### src/ssd_pkg.sv
// ----------------------------------------------------------------------------
// ssd_pkg: shared types, constants and glyph map
// Word formats, item kinds, frame and queue sizes, and the ASCII to
// active-low segment mapping used by the seven-segment serial driver.
// ----------------------------------------------------------------------------
package ssd_pkg;

    localparam int FRAME_BITS  = 16;
    localparam int FRAME_CNT_W = $clog2(FRAME_BITS);
    localparam int QUEUE_DEPTH = 2;
    localparam int QUEUE_AW    = $clog2(QUEUE_DEPTH);

    localparam logic [1:0] KIND_WRITE   = 2'd0;
    localparam logic [1:0] KIND_REFRESH = 2'd1;
    localparam logic [1:0] KIND_CLEAR   = 2'd2;

    localparam logic [7:0] CHAR_SPACE  = 8'h20;
    localparam logic [7:0] SEL_DIGIT0  = 8'h10;
    localparam logic [7:0] SEG_UNKNOWN = 8'd182;

    typedef logic [FRAME_BITS-1:0] t_frame;

    typedef struct packed {
        logic [1:0] kind;
        logic [1:0] digit;
        logic [7:0] char_code;
    } t_in_word;

    typedef struct packed {
        logic serial_bit;
        logic latch_after;
    } t_out_word;

    typedef struct packed {
        logic   valid;
        t_frame frame;
    } t_q_push;

    typedef struct packed {
        logic full;
        logic empty;
    } t_q_status;

    function automatic logic [7:0] glyph_num(input logic [3:0] idx);
        logic [7:0] g;
        case (idx)
            4'd0:    g = 8'hFC;
            4'd1:    g = 8'h60;
            4'd2:    g = 8'hDA;
            4'd3:    g = 8'hF2;
            4'd4:    g = 8'h66;
            4'd5:    g = 8'hB6;
            4'd6:    g = 8'h3E;
            4'd7:    g = 8'hE0;
            4'd8:    g = 8'hFE;
            4'd9:    g = 8'hE6;
            default: g = 8'h00;
        endcase
        return g;
    endfunction

    function automatic logic [7:0] glyph_letter(input logic [4:0] idx);
        logic [7:0] g;
        case (idx)
            5'd0:    g = 8'hEE;
            5'd1:    g = 8'hFE;
            5'd2:    g = 8'h9C;
            5'd3:    g = 8'hFC;
            5'd4:    g = 8'h9E;
            5'd5:    g = 8'h8E;
            5'd6:    g = 8'hBE;
            5'd7:    g = 8'h6E;
            5'd8:    g = 8'h0C;
            5'd9:    g = 8'h78;
            5'd10:   g = 8'h00;
            5'd11:   g = 8'h1C;
            5'd12:   g = 8'hEC;
            5'd13:   g = 8'h2E;
            5'd14:   g = 8'h3A;
            5'd15:   g = 8'hCE;
            5'd16:   g = 8'h3B;
            5'd17:   g = 8'hEE;
            5'd18:   g = 8'hB6;
            5'd19:   g = 8'h0E;
            5'd20:   g = 8'h7C;
            5'd21:   g = 8'h38;
            5'd22:   g = 8'h38;
            5'd23:   g = 8'h00;
            5'd24:   g = 8'h66;
            5'd25:   g = 8'hDA;
            default: g = 8'h00;
        endcase
        return g;
    endfunction

    // ASCII code to active-low segment pattern
    function automatic logic [7:0] map_code(input logic [7:0] c);
        logic [7:0] seg;
        logic [7:0] off_num;
        logic [7:0] off_lo;
        logic [7:0] off_up;
        off_num = c - 8'h30;
        off_lo  = c - 8'h61;
        off_up  = c - 8'h41;
        if (c >= 8'h30 && c <= 8'h39) begin
            seg = ~glyph_num(off_num[3:0]);
        end else if (c >= 8'h61 && c <= 8'h7A) begin
            seg = ~glyph_letter(off_lo[4:0]);
        end else if (c >= 8'h41 && c <= 8'h5A) begin
            seg = ~glyph_letter(off_up[4:0]);
        end else begin
            case (c)
                8'h2D:   seg = ~8'h02;  // dash
                8'h2E:   seg = ~8'h01;  // dot
                8'h5F:   seg = ~8'h10;  // underscore
                8'h20:   seg = 8'hFF;   // blank
                default: seg = SEG_UNKNOWN;
            endcase
        end
        return seg;
    endfunction

endpackage

### src/ssd_front.sv
// ----------------------------------------------------------------------------
// ssd_front: item intake and frame build
// Holds the four display cells and the scan digit; turns refresh and clear
// items into 16-bit frames pushed into the frame queue.
// ----------------------------------------------------------------------------
module ssd_front
    import ssd_pkg::*;
(
    input  logic      i_clk,
    input  logic      i_rst_n,
    input  logic      i_accept,
    input  t_in_word  i_word,
    output t_q_push   o_q_push
);

    logic [7:0] r_cells [4];
    logic [7:0] n_cells [4];
    logic [1:0] r_scan;
    logic [1:0] n_scan;
    logic [7:0] w_sel;
    logic [7:0] w_seg;

    assign w_sel = SEL_DIGIT0 << r_scan;
    assign w_seg = map_code(r_cells[r_scan]);

    always_comb begin
        n_cells        = r_cells;
        n_scan         = r_scan;
        o_q_push.valid = 1'b0;
        o_q_push.frame = '0;
        if (i_accept) begin
            case (i_word.kind)
                KIND_WRITE: begin
                    n_cells[i_word.digit] = i_word.char_code;
                end
                KIND_REFRESH: begin
                    o_q_push.valid = 1'b1;
                    o_q_push.frame = {w_sel, w_seg};
                    n_scan         = r_scan + 2'd1;
                end
                KIND_CLEAR: begin
                    o_q_push.valid = 1'b1;
                end
                default: begin
                    // unused kind: dropped
                end
            endcase
        end
    end

    always_ff @(posedge i_clk) begin
        if (!i_rst_n) begin
            for (int i = 0; i < 4; i++) begin
                r_cells[i] <= CHAR_SPACE;
            end
            r_scan <= 2'd0;
        end else begin
            r_cells <= n_cells;
            r_scan  <= n_scan;
        end
    end

endmodule

### src/ssd_queue.sv
// ----------------------------------------------------------------------------
// ssd_queue: frame queue
// Small register queue of pending frames between intake and shift-out.
// ----------------------------------------------------------------------------
module ssd_queue
    import ssd_pkg::*;
(
    input  logic      i_clk,
    input  logic      i_rst_n,
    input  t_q_push   i_q_push,
    input  logic      i_q_pop,
    output t_frame    o_frame,
    output t_q_status o_status
);

    t_frame              r_slots [QUEUE_DEPTH];
    logic [QUEUE_AW-1:0] r_wr_ptr;
    logic [QUEUE_AW-1:0] r_rd_ptr;
    logic [QUEUE_AW:0]   r_count;
    logic [QUEUE_AW:0]   n_count;

    assign o_frame         = r_slots[r_rd_ptr];
    assign o_status.full   = (r_count == (QUEUE_AW+1)'(QUEUE_DEPTH));
    assign o_status.empty  = (r_count == '0);

    always_comb begin
        n_count = r_count;
        if (i_q_push.valid && !i_q_pop) begin
            n_count = r_count + 1'b1;
        end else if (!i_q_push.valid && i_q_pop) begin
            n_count = r_count - 1'b1;
        end
    end

    always_ff @(posedge i_clk) begin
        if (i_q_push.valid) begin
            r_slots[r_wr_ptr] <= i_q_push.frame;
        end
    end

    always_ff @(posedge i_clk) begin
        if (!i_rst_n) begin
            r_wr_ptr <= '0;
            r_rd_ptr <= '0;
            r_count  <= '0;
        end else begin
            if (i_q_push.valid) begin
                r_wr_ptr <= r_wr_ptr + 1'b1;
            end
            if (i_q_pop) begin
                r_rd_ptr <= r_rd_ptr + 1'b1;
            end
            r_count <= n_count;
        end
    end

endmodule

### src/ssd_back.sv
// ----------------------------------------------------------------------------
// ssd_back: serial shift-out
// Loads a frame from the queue and presents it one bit per word, LSB
// first, flagging the last bit for the store latch.
// ----------------------------------------------------------------------------
module ssd_back
    import ssd_pkg::*;
(
    input  logic       i_clk,
    input  logic       i_rst_n,
    input  t_frame     i_frame,
    input  t_q_status  i_q_status,
    output logic       o_q_pop,
    input  logic       pop,
    output logic       empty,
    output t_out_word  o_word
);

    localparam logic [FRAME_CNT_W-1:0] LAST_BIT = FRAME_CNT_W'(FRAME_BITS - 1);

    t_frame                 r_shift;
    t_frame                 n_shift;
    logic [FRAME_CNT_W-1:0] r_cnt;
    logic [FRAME_CNT_W-1:0] n_cnt;
    logic                   r_busy;
    logic                   n_busy;
    logic                   w_last;
    logic                   w_load;

    assign w_last             = (r_cnt == LAST_BIT);
    assign w_load             = !i_q_status.empty && (!r_busy || (pop && w_last));
    assign o_q_pop            = w_load;
    assign empty              = !r_busy;
    assign o_word.serial_bit  = r_shift[0];
    assign o_word.latch_after = w_last;

    always_comb begin
        n_shift = r_shift;
        n_cnt   = r_cnt;
        n_busy  = r_busy;
        if (w_load) begin
            n_shift = i_frame;
            n_cnt   = '0;
            n_busy  = 1'b1;
        end else if (r_busy && pop) begin
            if (w_last) begin
                n_busy = 1'b0;
            end else begin
                n_shift = r_shift >> 1;
                n_cnt   = r_cnt + 1'b1;
            end
        end
    end

    always_ff @(posedge i_clk) begin
        r_shift <= n_shift;
    end

    always_ff @(posedge i_clk) begin
        if (!i_rst_n) begin
            r_cnt  <= '0;
            r_busy <= 1'b0;
        end else begin
            r_cnt  <= n_cnt;
            r_busy <= n_busy;
        end
    end

endmodule

### src/seven_segment_mux_serial_driver.sv
// ----------------------------------------------------------------------------
// seven_segment_mux_serial_driver: 4-digit 7-segment serial driver
// Multiplexed display driver feeding two chained shift registers.
// ----------------------------------------------------------------------------
// Usage:
//   Input queue (push/full, i_word): a write word stores char_code in cell
//   digit; a refresh word builds {digit select, segments} for the current
//   scan digit and advances the scan; a clear word builds an all-zero frame.
//   Kind 3 is accepted and dropped.
//   Output queue (empty/pop, o_word): each frame comes out as 16 words,
//   LSB first, one per accepted pop; latch_after is set on the 16th.
// Timing:
//   A frame's first bit becomes visible once the queue has registered the
//   frame and the shifter, when free, has loaded it from the queue.
//   The shift register gives one bit per cycle while pop is high, and the
//   next frame loads as the last bit is popped; the shift-out sets the
//   sustained refresh/clear rate. Writes produce nothing.
//   Two frames can wait in the queue, so intake keeps going while bits drain.
// Reset (synchronous, active low): cells go to space, scan digit to 0,
//   queue and shifter empty.
// Stall: with pop low the current bit holds; once the queue fills, full
//   rises and intake stops until bits drain.
// ----------------------------------------------------------------------------
module seven_segment_mux_serial_driver
    import ssd_pkg::*;
(
    input  logic      i_clk,
    input  logic      i_rst_n,
    input  logic      push,
    output logic      full,
    input  t_in_word  i_word,
    output logic      empty,
    input  logic      pop,
    output t_out_word o_word
);

    logic      w_accept;
    t_q_push   w_q_push;
    t_q_status w_q_status;
    t_frame    w_q_frame;
    logic      w_q_pop;

    // intake stalls only on a full frame queue
    assign full     = w_q_status.full;
    assign w_accept = push && !full;

    ssd_front u_front (
        .i_clk    (i_clk),
        .i_rst_n  (i_rst_n),
        .i_accept (w_accept),
        .i_word   (i_word),
        .o_q_push (w_q_push)
    );

    ssd_queue u_queue (
        .i_clk    (i_clk),
        .i_rst_n  (i_rst_n),
        .i_q_push (w_q_push),
        .i_q_pop  (w_q_pop),
        .o_frame  (w_q_frame),
        .o_status (w_q_status)
    );

    ssd_back u_back (
        .i_clk      (i_clk),
        .i_rst_n    (i_rst_n),
        .i_frame    (w_q_frame),
        .i_q_status (w_q_status),
        .o_q_pop    (w_q_pop),
        .pop        (pop),
        .empty      (empty),
        .o_word     (o_word)
    );

`ifndef SYNTHESIS
    // never push into a full queue
    a_no_overflow: assert property (@(posedge i_clk) disable iff (!i_rst_n)
        w_q_push.valid |-> !w_q_status.full)
        else $error("frame pushed into full queue");

    // refresh and clear always produce a frame
    a_frame_made: assert property (@(posedge i_clk) disable iff (!i_rst_n)
        (w_accept && (i_word.kind == KIND_REFRESH || i_word.kind == KIND_CLEAR))
        |-> w_q_push.valid)
        else $error("refresh/clear produced no frame");

    // writes and unused kinds produce none
    a_no_frame: assert property (@(posedge i_clk) disable iff (!i_rst_n)
        (w_accept && i_word.kind != KIND_REFRESH && i_word.kind != KIND_CLEAR)
        |-> !w_q_push.valid)
        else $error("frame produced by write item");

    // shifter only loads from a non-empty queue
    a_no_underflow: assert property (@(posedge i_clk) disable iff (!i_rst_n)
        w_q_pop |-> !w_q_status.empty)
        else $error("frame popped from empty queue");
`endif

endmodule

### config.mk
export PLATFORM = sky130hd
export DESIGN_NAME = seven_segment_mux_serial_driver
export DESIGN_NICKNAME = d
export VERILOG_FILES = /design/src/ssd_pkg.sv /design/src/ssd_front.sv /design/src/ssd_queue.sv /design/src/ssd_back.sv /design/src/seven_segment_mux_serial_driver.sv
export SDC_FILE = /design/constraint.sdc
export NUM_CORES = 1
export LEC_CHECK = 0
export ABC_AREA = 1
export ABC_CLOCK_PERIOD_IN_PS = 3300
export BUFFER_PORTS_ARGS = -buffer_cell sky130_fd_sc_hd__buf_2
export CAP_MARGIN = 20
export CORE_UTILIZATION = 57
export DETAILED_ROUTE_END_ITERATION = 16
export PLACE_DENSITY = 0.83
export SLEW_MARGIN = 20
export SYNTH_ARGS = -nofsm -noshare
export SYNTH_HDL_FRONTEND = slang
export SYNTH_HIERARCHICAL = 1
export SYNTH_SLANG_ARGS = --single-unit
### constraint.sdc
create_clock -name i_clk -period 3.3 [get_ports i_clk]
set_clock_uncertainty 0.1 [all_clocks]
set_input_delay 0.495 -clock i_clk [delete_from_list [all_inputs] [get_ports i_clk]]
set_output_delay 0.495 -clock i_clk [all_outputs]
set_load 0.02 [all_outputs]
Yosys cells after proc, flatten, opt, wreduce, memory -nomap -nowiden
Memories as Yosys holds them, arrays and structs flattened. A register that Yosys moved wholly into a read port is not among the register bits.
Index checks and enable logic that the tools add are counted.
- register bits after elaboration: 59
- bits in latches: 0
- RAM bits: 32
- ROM bits: 624
- input bits: 16
- memories kept: 4
- $add $sub $neg: 9
- multipliers: 0
- divide/modulo/power cells: 0
- $lt $le $gt $ge: 9
- equality and inequality tests: 9
- shift operators: 1
- mux-type cells: 31
- bitwise operators: 7
- reduce and logical (&&, ||, !) cells: 28
- memories (memory ; words ; width ; rd ports ; clocked after Yosys merged registers in ; write ports ; RTL line ; RTL):
    (no name shown) ; 32 ; 8 ; 1 ; 0 ; 0 ; ssd_pkg.sv:64 ; case (idx)
    (no name shown) ; 32 ; 8 ; 1 ; 0 ; 0 ; ssd_pkg.sv:64 ;
    (no name shown) ; 16 ; 7 ; 1 ; 0 ; 0 ; ssd_pkg.sv:46 ; case (idx)
    u_queue.r_slots ; 2 ; 16 ; 1 ; 1 ; 1 ; ssd_queue.sv:16 ; t_frame r_slots [QUEUE_DEPTH];
- operator list (operator ; count):
    $mux 8 ; 12
    $mux 16 ; 4
    $bwmux 32 ; 1
    $pmux 7 s4 ; 1
    $eq 8x6->1 const B ; 3
    $not 8->8 ; 3
    $mux 17 ; 1
    $bmux 8 s2 ; 1
    $demux 8 s2 ; 1
    $ge 8x7->1 const B ; 2
    $le 8x7->1 const B ; 2
    $logic_and 1x1->1 ; 10
    $reduce_and 2->1 ; 5
    $sub 5x1->5 const B ; 2
    $eq 8x7->1 const B ; 1
    $ge 8x6->1 const B ; 1
    $le 8x6->1 const B ; 1
    $mux 1 ; 8
    $shl 5x2->8 const A ; 1
    $ge 3x3->1 const B ; 2
    $not 2->3 ; 2
    $reduce_bool 2->1 ; 3
    $logic_not 1->1 ; 5
    $add 2x1->2 const B ; 2
    other kinds (14) ; 20

Logic depth before layout (Yosys ltp)
Gate-level depths: netlist of run 1.
- word-level depth: 19
- gate-level depth with buffers: 17
- gate-level depth less buffers: 16

Hierarchy
Netlist of run 1, hierarchy kept.
- by module, submodules not included (module ; instances ; cells each ; area an instance (um^2)):
    ssd_front ; 1 ; 434 ; 2803.9
    ssd_queue ; 1 ; 85 ; 1437.6
    ssd_back ; 1 ; 112 ; 979.7
    seven_segment_mux_serial_driver ; 1 ; 2 ; 10.0

Least setup slack after synthesis of run 1
No wires, ideal clock.
- path type: register to register
- start: register u_front.r_scan[0]
- end: memory u_queue/r_slots[0][4] in the netlist's numbering, data pin
- setup time: 0.259 ns
- data arrival time: 1.978 ns
- data required time: 2.941 ns
- slack: 0.963 ns
- stages on the path, launching flop included: 17
- buffers on the path: 3
- period minus slack after synthesis: 2.337 ns
- path through: dfxtp_1 buf_6 buf_8 nand2_1 nand3_2 nand2_4 ha_1 inv_1 nand2_1 nand2_2 buf_6 o21ai_0 nand2_1 nand3_1 nand2_1 nor2_1 nor2_1
- RTL lines (item ; RTL line ; RTL):
    start: declaration ; ssd_front.sv:18 ; logic [1:0] r_scan;
    start signal: assignment ; ssd_front.sv:59 ; r_scan <= n_scan;
    end: declaration ; ssd_queue.sv:16 ;

==> impl_results.md, run 1 <==
- WL final: 10,300 µm
- Grt total ovfl: 0
- Dominant cells by area after synthesis: edfxtp_1, dfxtp_1, nand2_1
- Htree depth: 3
- ANT cells: 0
- Post-synth top flop: edfxtp_1
- FP Rows: 34
- Final setup TNS: 0 ps
- Final HPWL DP: 7430 µm
- Worst-path clk slew: 90 ps
- Layout Nets: 683
- Root Driver: clkbuf_8
- Worst EP required: 3380 ps
- Yosys warns: 6
- Post-CTS setup buffers: 0
- Number of flops mapped to enable cells by yosys: 48
- P_leak: 2.54 nW
- Die area: 9560 µm²
- Most instantiated cells after synthesis: nand2_1, nor2_1, inv_1, edfxtp_1, o21ai_0
- Final slew viol count: 0
- PD cells: 632 nW/µm²
- Post-Syn Area: 5230 µm²
- Fin crit share: 87.6%
- Resize count post-CTS: 0
- Crit path time final: 2890 ps
- CP endpoint kind: flop
- Min Hold Slack: 299 ps
- IO Count: 20
- Placed inst area: 5320 µm²
- Area share of the largest cell type after synthesis: 27.6%
- Fill cells: 721
- Global-route wire length before repair: 17,600 µm
- Die Wd: 97.8 µm
- Status: finished with violations
- Setup violators final: 0
- Final core utilization: 62.8%
- Dpl ws: 472 ps
- Vias per cell: 5.30
- Crit path DAT: 2970 ps
- Clock latency on the worst-skew pair: 350 ps
- Initial Utilization: 59.4%
- Clk sinks: 92
- Layout cells sized above 1: 17.2%
- Setup ws final: 408 ps
- Critical path launch point type: flop
- Hold/Removal Path Class: in2reg
- Violated checks: DRC
- Sequential share of the synthesized area: 44.4%
- Synth area leader: edfxtp_1
- Critical path class: reg2reg
- RePlAce Congestion: 0.931
- Routed length per instance: 13.4 µm
- Vias in the first global route: 3,875
- Post-route ant nets: 0
- GRT Total Usage: 22.8%
- # DRC: 2
- Max Cap Violations: 0
- Routed via count: 4,053
- CTS buffer count: 9
- Fmax: 346 MHz
- Unique masters post-synth: 40
- Avg Cell Area, Syn: 8.26 µm²
- Max Root-Sink Buffers: 2
- Worst Tran Pin Value: 862 ps
- Largest net degree at the start of global routing: 41
- CTS Hold Bufs: 0
- Initial antenna violation count: 0
- Mapped Cells: 633
- Worst vdd ir: 0.322 mV
- Final instance area: 5530 µm²
- Initial DRT Pass Iterations: 11
- #FFs+latches synth: 92
- Initial drt markers: 254
- Count leader, synth: nand2_1
- Post-synth ARST share: 0%
- Hold Vio Cnt, Final: 0
- RSZ-0062 raised after global routing: false
- CTS tree: built
- # port buffers: 19
- Core area: 8810 µm²
- Slew HR: 42.4%
- Chip height: 97.8 µm
- Max FO, Critical Path: 13
- Area Overhead vs Synth: 5.79%
==> per-layer routing <==
layer | track usage [%] | part of all wire (%)
met2 | 41.5 | 50
met3 | 3.44 | 5.4
met5 | 0 | 0
met4 | 7.58 | 1.7
met1 | 27.7 | 43
==> stage by stage <==
step                instances  power, W
floorplan                 636   0.00256
global placement          749   0.00269
detailed placement        749   0.00272
CTS                       765   0.00352
global route              765   0.00373
finish                    765   0.00350
==> sequential cells by signal, summed over array words and instances, names as in the netlist, named ones only <==
register          count
u_queue/r_slots      32
u_queue/r_count       2
u_front/r_scan        2
u_back/r_busy         1
u_queue/r_rd_ptr      1
u_back/r_shift       16
u_front/r_cells      32
u_back/r_cnt          4
u_queue/r_wr_ptr      1
==> layout by cell type (no fill, tap or decap), drive strengths merged, types with 3 or more instances in the layout <==
cell | Yosys | final
nand2 | 198 | 198
nor2 | 101 | 101
inv | 59 | 61
o21ai | 53 | 53
edfxtp | 48 | 48
nand3 | 45 | 45
dfxtp | 44 | 44
buf | 17 | 26
mux2 | 16 | 16
ha | 15 | 15
clkbuf | 4 | 12
a21oi | 12 | 12
nand4 | 7 | 7
nor3 | 5 | 5
conb | 1 | 4
a21boi | 3 | 3
==> report_power, final <==
part           internal [W]  switching [W]
Clock              0.000400       0.000396
Sequential          0.00147       0.000109
Combinational      0.000396       0.000725
==> cell type report <==
class	instances	area, µm²	area share, %
clock buffer	12	156	2.83
clock inverter	4	53.8	0.972
inverter	60	243	4.39
multi-input combinational	463	2480	44.7
sequential	92	2320	42.0
tap	108	135	2.44
timing repair buffer	26	148	2.67
==> worst max-delay path, stage by stage, from the launching register on <==
cell	delay, ps
dfxtp_1	690
buf_4	250
nand2_2	60
nand3_2	100
nand2_4	130
ha_1	310
inv_1	130
nand3_1	80
nand2_1	200
nor2_1	80
o21ai_0	200
nand2_1	90
nor2_1	120
nor2_1	50
nor2_1	150
==> cells by family after synthesis <==
family / synth area share [%]
other cells: 0.0717
mux: 4.16
flops: 44.4
simple gates: 31.7
buf+inv: 8.49
compound gates: 7.58
fa+ha+maj: 3.59
==> worst paths after layout <==
path | start | to | slack [ps] | depth (start not counted)
setup / recovery | u_front/r_scan[0] | u_queue/r_slots[1][4] | 410 | 14
hold / removal | i_word[5] | u_front/r_cells[29] | 300 | 3
setup reg to reg | u_front/r_scan[0] | u_queue/r_slots[1][4] | 410 | 14
hold reg to reg | u_front/r_cells[5] | u_front/r_cells[5] | 380 | 2
Note: power is estimated with default switching activity, not from simulation.
==> run 2, diff against run 1 <==
PLACE_DENSITY = 0.84   (was 0.83)
SYNTH_HIERARCHICAL = unset   (was 1)
==> run 2 against run 1 <==
Net effect: the run now ends clean; critical path depth rose by 1; sequential share of layout area fell by 1.4 points; maximum frequency rose by 6.8%; non-clock buffer count rose by 2; sequential power fell by 8%; total power fell by 4.6%; setup slack improved by 180 ps; first-iteration DRC count rose by 25%; via count rose by 3.1%; synthesized cell count fell by 4.6%; highest routed layer unchanged.
==> impl_results.md, run 2 <==
- Mapped Cells: 604
- Placed inst area: 4920 µm²
- Flop-to-flop setup slack: 590 ps
- WL final: 10,700 µm
- Max Root-Sink Buffers: 2
- Routed length per instance: 14.6 µm
- CTS tree: built
- Die Wd: 93.3 µm
- Gate power share: 33.3%
- Dpl ws: 672 ps
- Initial DRT Pass Iterations: 6
- Synth area leader: edfxtp_1
- Worst vdd ir: 0.415 mV
- # DRC: 0
- Vias per cell: 5.72
- GRT Total Usage: 26.6%
- Final setup TNS: 0 ps
- CTS buffer count: 9
- Final slew viol count: 0
- #FFs+latches synth: 84
- FP Rows: 32
- Int Power: 0.00204 W
- Resize count post-CTS: 0
- Most frequent cells in the layout: nand2_1, nor2_1, o21ai_0, dfxtp_1, inv_1
- Htree depth: 3
- Critical path launch point type: flop
- IO Count: 20
- Worst EP required: 3310 ps
- Unique masters post-synth: 38
- Avg Cell Area, Syn: 7.87 µm²
- Min Hold Slack: 295 ps
- Biggest regs: u_front.r_cells: 32 flops, u_queue.r_slots: 24 flops, u_back.r_shift: 16 flops
- Core area: 7890 µm²
- Final instance area: 5130 µm²
- Hold/Removal Path Class: in2reg
- Slew HR: 57.8%
- Critical path class: reg2reg
- Max Cap Violations: 0
- Layout Nets: 655
- Routed via count: 4,178
- Fmax: 369 MHz
- Status: finished clean
- Setup violators final: 0
- Post-route ant nets: 0
- Crit path DAT: 2720 ps
- PD cells: 651 nW/µm²
- Count leader, synth: nand2_1
- Setup ws final: 592 ps
- Syn_nets: 636
- Initial antenna violation count: 0
- Switching Power: 0.00129 W
- Chip height: 93.3 µm
- CTS Hold Bufs: 0
- Initial drt markers: 318
- Largest net degree at the start of global routing: 41
- ANT cells: 0
- Area share of the largest cell type after synthesis: 25.3%
- Global-route wire length before repair: 18,300 µm
- Root Driver: clkbuf_8
- Number of flops mapped to enable cells by yosys: 40
- Clk sinks: 84
- Number of flip-flops in the largest register: 32
- Post-synth top flop: dfxtp_1
- Hold Vio Cnt, Final: 0
- Post-Syn Area: 4750 µm²
- Die area: 8710 µm²
- Vias in the first global route: 4,137
- P_leak: 2.23 nW
- CP endpoint kind: flop
- Sw Ratio: 38.8%
- Grt total ovfl: 0
- Initial Utilization: 60.3%
- Fin crit share: 82.1%
- RSZ-0062 raised after global routing: false
- Layout cells sized above 1: 15.9%
- Worst Tran Pin Value: 632 ps
- Clock latency on the worst-skew pair: 360 ps
- Largest reg by FF count: u_front.r_cells
- Area Overhead vs Synth: 7.84%
- Clk pwr share: 23.4%
- Sequential share of the synthesized area: 43.8%
- Sequential share of power: 43.3%
- Most instantiated cells after synthesis: nand2_1, nor2_1, dfxtp_1, o21ai_0, inv_1
- RePlAce Congestion: 0.998
- Worst-path clk slew: 100 ps
- Dominant cells by area after synthesis: edfxtp_1, dfxtp_1, nand2_1
- Commonest non-fill, non-tap cell in the layout: nand2_1
- Crit path time final: 2710 ps
- Post-synth ARST share: 0%
- Max FO, Critical Path: 21
- Final HPWL DP: 7410 µm
- # port buffers: 19
- Yosys warns: 0
- Post-CTS setup buffers: 0
==> run 2: worst max-delay path, stage by stage (launching register included) <==
cell and delay (ps):
dfxtp_1 330, inv_2 320, nand2_1 120, nand3_1 110, nand2_2 170, inv_1 170
ha_1 260, inv_1 90, nand2_1 90, nand3_1 110, nand2_2 110, nand2_4 60
nor2_8 130, nand2_1 70, a21oi_1 150, nor2_1 80
==> run 2: power by group through the flow <==
stage | sequential [W] | clock (W) | combinational, W
floorplan | 0.00143 | 0 | 0.000896
global placement | 0.00146 | 0 | 0.00105
detailed placement | 0.00147 | 0 | 0.00109
CTS | 0.00145 | 0.000784 | 0.00110
global route | 0.00147 | 0.000825 | 0.00125
finish | 0.00145 | 0.000780 | 0.00111
==> run 2: path summary, 6_finish.rpt <==
check                       from               endpoint  cells after the start
min                    i_word[5]    u_front.r_cells[29]                      3
min reg2reg  u_front.r_cells[29]    u_front.r_cells[29]                      2
max            u_front.r_scan[0]  u_queue.r_slots[1][5]                     15
max reg2reg    u_front.r_scan[0]  u_queue.r_slots[1][5]                     15
==> run 2: routing by layer <==
layer | vias up | track usage [%] | wire, µm | share of wire (%)
met5 | - | 0 | 0 | 0
met4 | 0 | 13.5 | 472 | 4.4
met3 | 49 | 5.45 | 697 | 6.5
met2 | 180 | 45.9 | 5240 | 49
met1 | 1935 | 31.3 | 4260 | 40
li1 | 2014 | - | - | -
==> run 2: area by class of cell <==
class,count,area (µm²)
clock buffer,10,149
clock inverter,6,62.6
fill,633,2760
inverter,49,186
multi-input combinational,451,2360
sequential,84,2080
tap,102,128
timing repair buffer,28,163
==> run 2: kinds of logic (layout without fill, tap and decap cells) <==
kind of cell	count (synthesis)	in the layout	synth area share [%]
buffers and inverters	69	93	6.71
AND/OR/NAND/NOR	342	342	34.3
adder cells (fa/ha/maj)	16	16	4.21
AO/OA/AOI/OAI	92	92	10.8
XOR/XNOR	1	1	0.184
flip-flops	84	84	43.8
==> run 2: per-stage QoR <==
step	util (%)	power (W)	std cells
5_1_grt	65.0	0.00355	730
3_5_place_dp	62.3	0.00256	714
4_1_cts	65.0	0.00333	730
2_1_floorplan	-	0.00233	604
3_3_place_gp	62.3	0.00252	714
6_report	65.0	0.00334	730
==> run 3, diff against run 2 <==
ABC_CLOCK_PERIOD_IN_PS = 2700   (was 3300)
clock period = 2.7 ns   (was 3.3 ns; I/O delays follow)
==> run 3 against run 2 <==
Net effect: die area is the same; worst hold slack worse by 88 ps; final cell count rose by 0.14%; highest routed layer unchanged.
==> impl_results.md, run 3 (synthesis gave the netlist of run 2 again) <==
- Switching Power: 0.00154 W
- Max Cap Violations: 0
- Root Driver: clkbuf_8
- Vias per cell: 5.61
- Fill cells: 629
- Hold Vio Cnt, Final: 0
- Placed inst area: 4920 µm²
- Initial Utilization: 60.3%
- Layout Nets: 656
- Gate power share: 33.8%
- Fin crit share: 94.1%
- Post-route ant nets: 0
- Largest reg by FF count: u_front.r_cells
- Worst EP required: 2840 ps
- FP Rows: 32
- WL final: 10,400 µm
- Met3 usage: 5.61%
- Worst vdd ir: 0.398 mV
- Biggest regs: u_front.r_cells: 32 flops, u_queue.r_slots: 24 flops, u_back.r_shift: 16 flops
- Worst-path clk slew: 100 ps
- # DRC: 0
- Clk pwr share: 22.5%
- Chip height: 93.3 µm
- Most frequent cells in the layout: nand2_1, nor2_1, o21ai_0
- Int Power: 0.00252 W
- Post-CTS setup buffers: 0
- IO Count: 20
- CP endpoint kind: flop
- Layout cells sized above 1: 16.4%
- Worst hold start: i_word[5]
- Hold/Removal Path Class: in2reg
- Setup violators final: 0
- Crit path DAT: 2680 ps
- Critical path launch point type: flop
- Initial antenna violation count: 0
- RePlAce Congestion: 0.994
- Core area: 7890 µm²
- Status: finished clean
- P_leak: 2.22 nW
- Grt total ovfl: 0
- Crit path time final: 2540 ps
- Clk sinks: 84
- Slew HR: 25.0%
- Routed length per instance: 14.2 µm
- Critical path class: reg2reg
- Number of flip-flops in the largest register: 32
- PD cells: 792 nW/µm²
- GRT Total Usage: 26.1%
- Sw Ratio: 37.8%
- Vias in the first global route: 3,922
- CTS buffer count: 9
- Die Wd: 93.3 µm
- CTS Hold Bufs: 0
- Initial drt markers: 421
- Max Root-Sink Buffers: 2
- ANT cells: 0
- Initial DRT Pass Iterations: 6
- Final HPWL DP: 7460 µm
- Final setup TNS: 0 ps
- M2 GR Usage: 44.7%
- Largest net degree at the start of global routing: 41
- Min Hold Slack: 207 ps
- CTS tree: built
- Critical path launch point: u_queue.r_count[1]
- Routed via count: 4,103
- Commonest non-fill, non-tap cell in the layout: nand2_1
- Global-route wire length before repair: 18,000 µm
- Worst Tran Pin Value: 1120 ps
- Fmax: 394 MHz
- Max FO, Critical Path: 9
- # port buffers: 19
- R2R Path Start: u_queue.r_count[1]
- Area Overhead vs Synth: 7.84%
- Most used routing layer: met2
- Final slew viol count: 0
- Die area: 8710 µm²
- Final instance area: 5130 µm²
- Grt met1 use: 32.6%
- Sequential share of power: 43.7%
- Htree depth: 3
- Clock latency on the worst-skew pair: 370 ps
- RSZ-0062 raised after global routing: false
-- run 3: per-layer routing --
layer | routed length (µm) | vias to the layer above | part of all wire, %
met5 | 0 | - | 0
met4 | 206 | 0 | 2.0
met3 | 555 | 28 | 5.3
met2 | 5190 | 142 | 50
met1 | 4450 | 1913 | 43
li1 | - | 2020 | -
-- run 3: worst paths after layout --
| check | to | slack [ps] | depth (start not counted) |
|---|---|---|---|
| worst min register to register | u_front.r_cells[13] | 370 | 2 |
| worst max-delay path | u_front.r_cells[11] | 160 | 8 |
| worst max register to register | u_front.r_cells[11] | 160 | 8 |
| worst min-delay path | u_front.r_cells[13] | 210 | 3 |
-- run 3: critical path: stages, from the launching register on --
cell,delay (ps)
dfxtp_1,310
inv_1,140
o21ai_1,160
inv_1,130
nand2_1,120
nor3_1,870
inv_2,290
o21ai_1,230
a21oi_1,50
-- run 3: through the flow --
step                setup WS [ps]  instances  utilization (%)  power, W
finish                        159        731             65.0   0.00406
global route                 52.6        731             65.0   0.00432
CTS                           115        731             64.9   0.00405
detailed placement            151        715             62.4   0.00315
global placement              248        715             62.4   0.00308
floorplan                     318        604                -   0.00285
-- run 3: layout make-up --
cell class	instances	area, µm²	share of cell area [%]
Inverter	49	186	3.64
Sequential cell	84	2080	40.7
Multi-Input combinational cell	451	2360	46.1
Clock inverter	6	68.8	1.34
Clock buffer	10	128	2.49
Tap cell	102	128	2.49
Timing Repair Buffer	29	170	3.32
-- run 3: power groups by stage --
stage / clock (W) / sequential [W] / combinational (W)
floorplan: 0 / 0.00175 / 0.00110
finish: 0.000913 / 0.00177 / 0.00137
global route: 0.000972 / 0.00180 / 0.00155
global placement: 0 / 0.00179 / 0.00129
detailed placement: 0 / 0.00180 / 0.00135
CTS: 0.000918 / 0.00178 / 0.00136
-- run 3: repair_timing --
action                                 in CTS  in global routing
endpoints found under the hold margin       0                  0
gates resized for setup                     0                  4
setup endpoints to repair                   0                 16
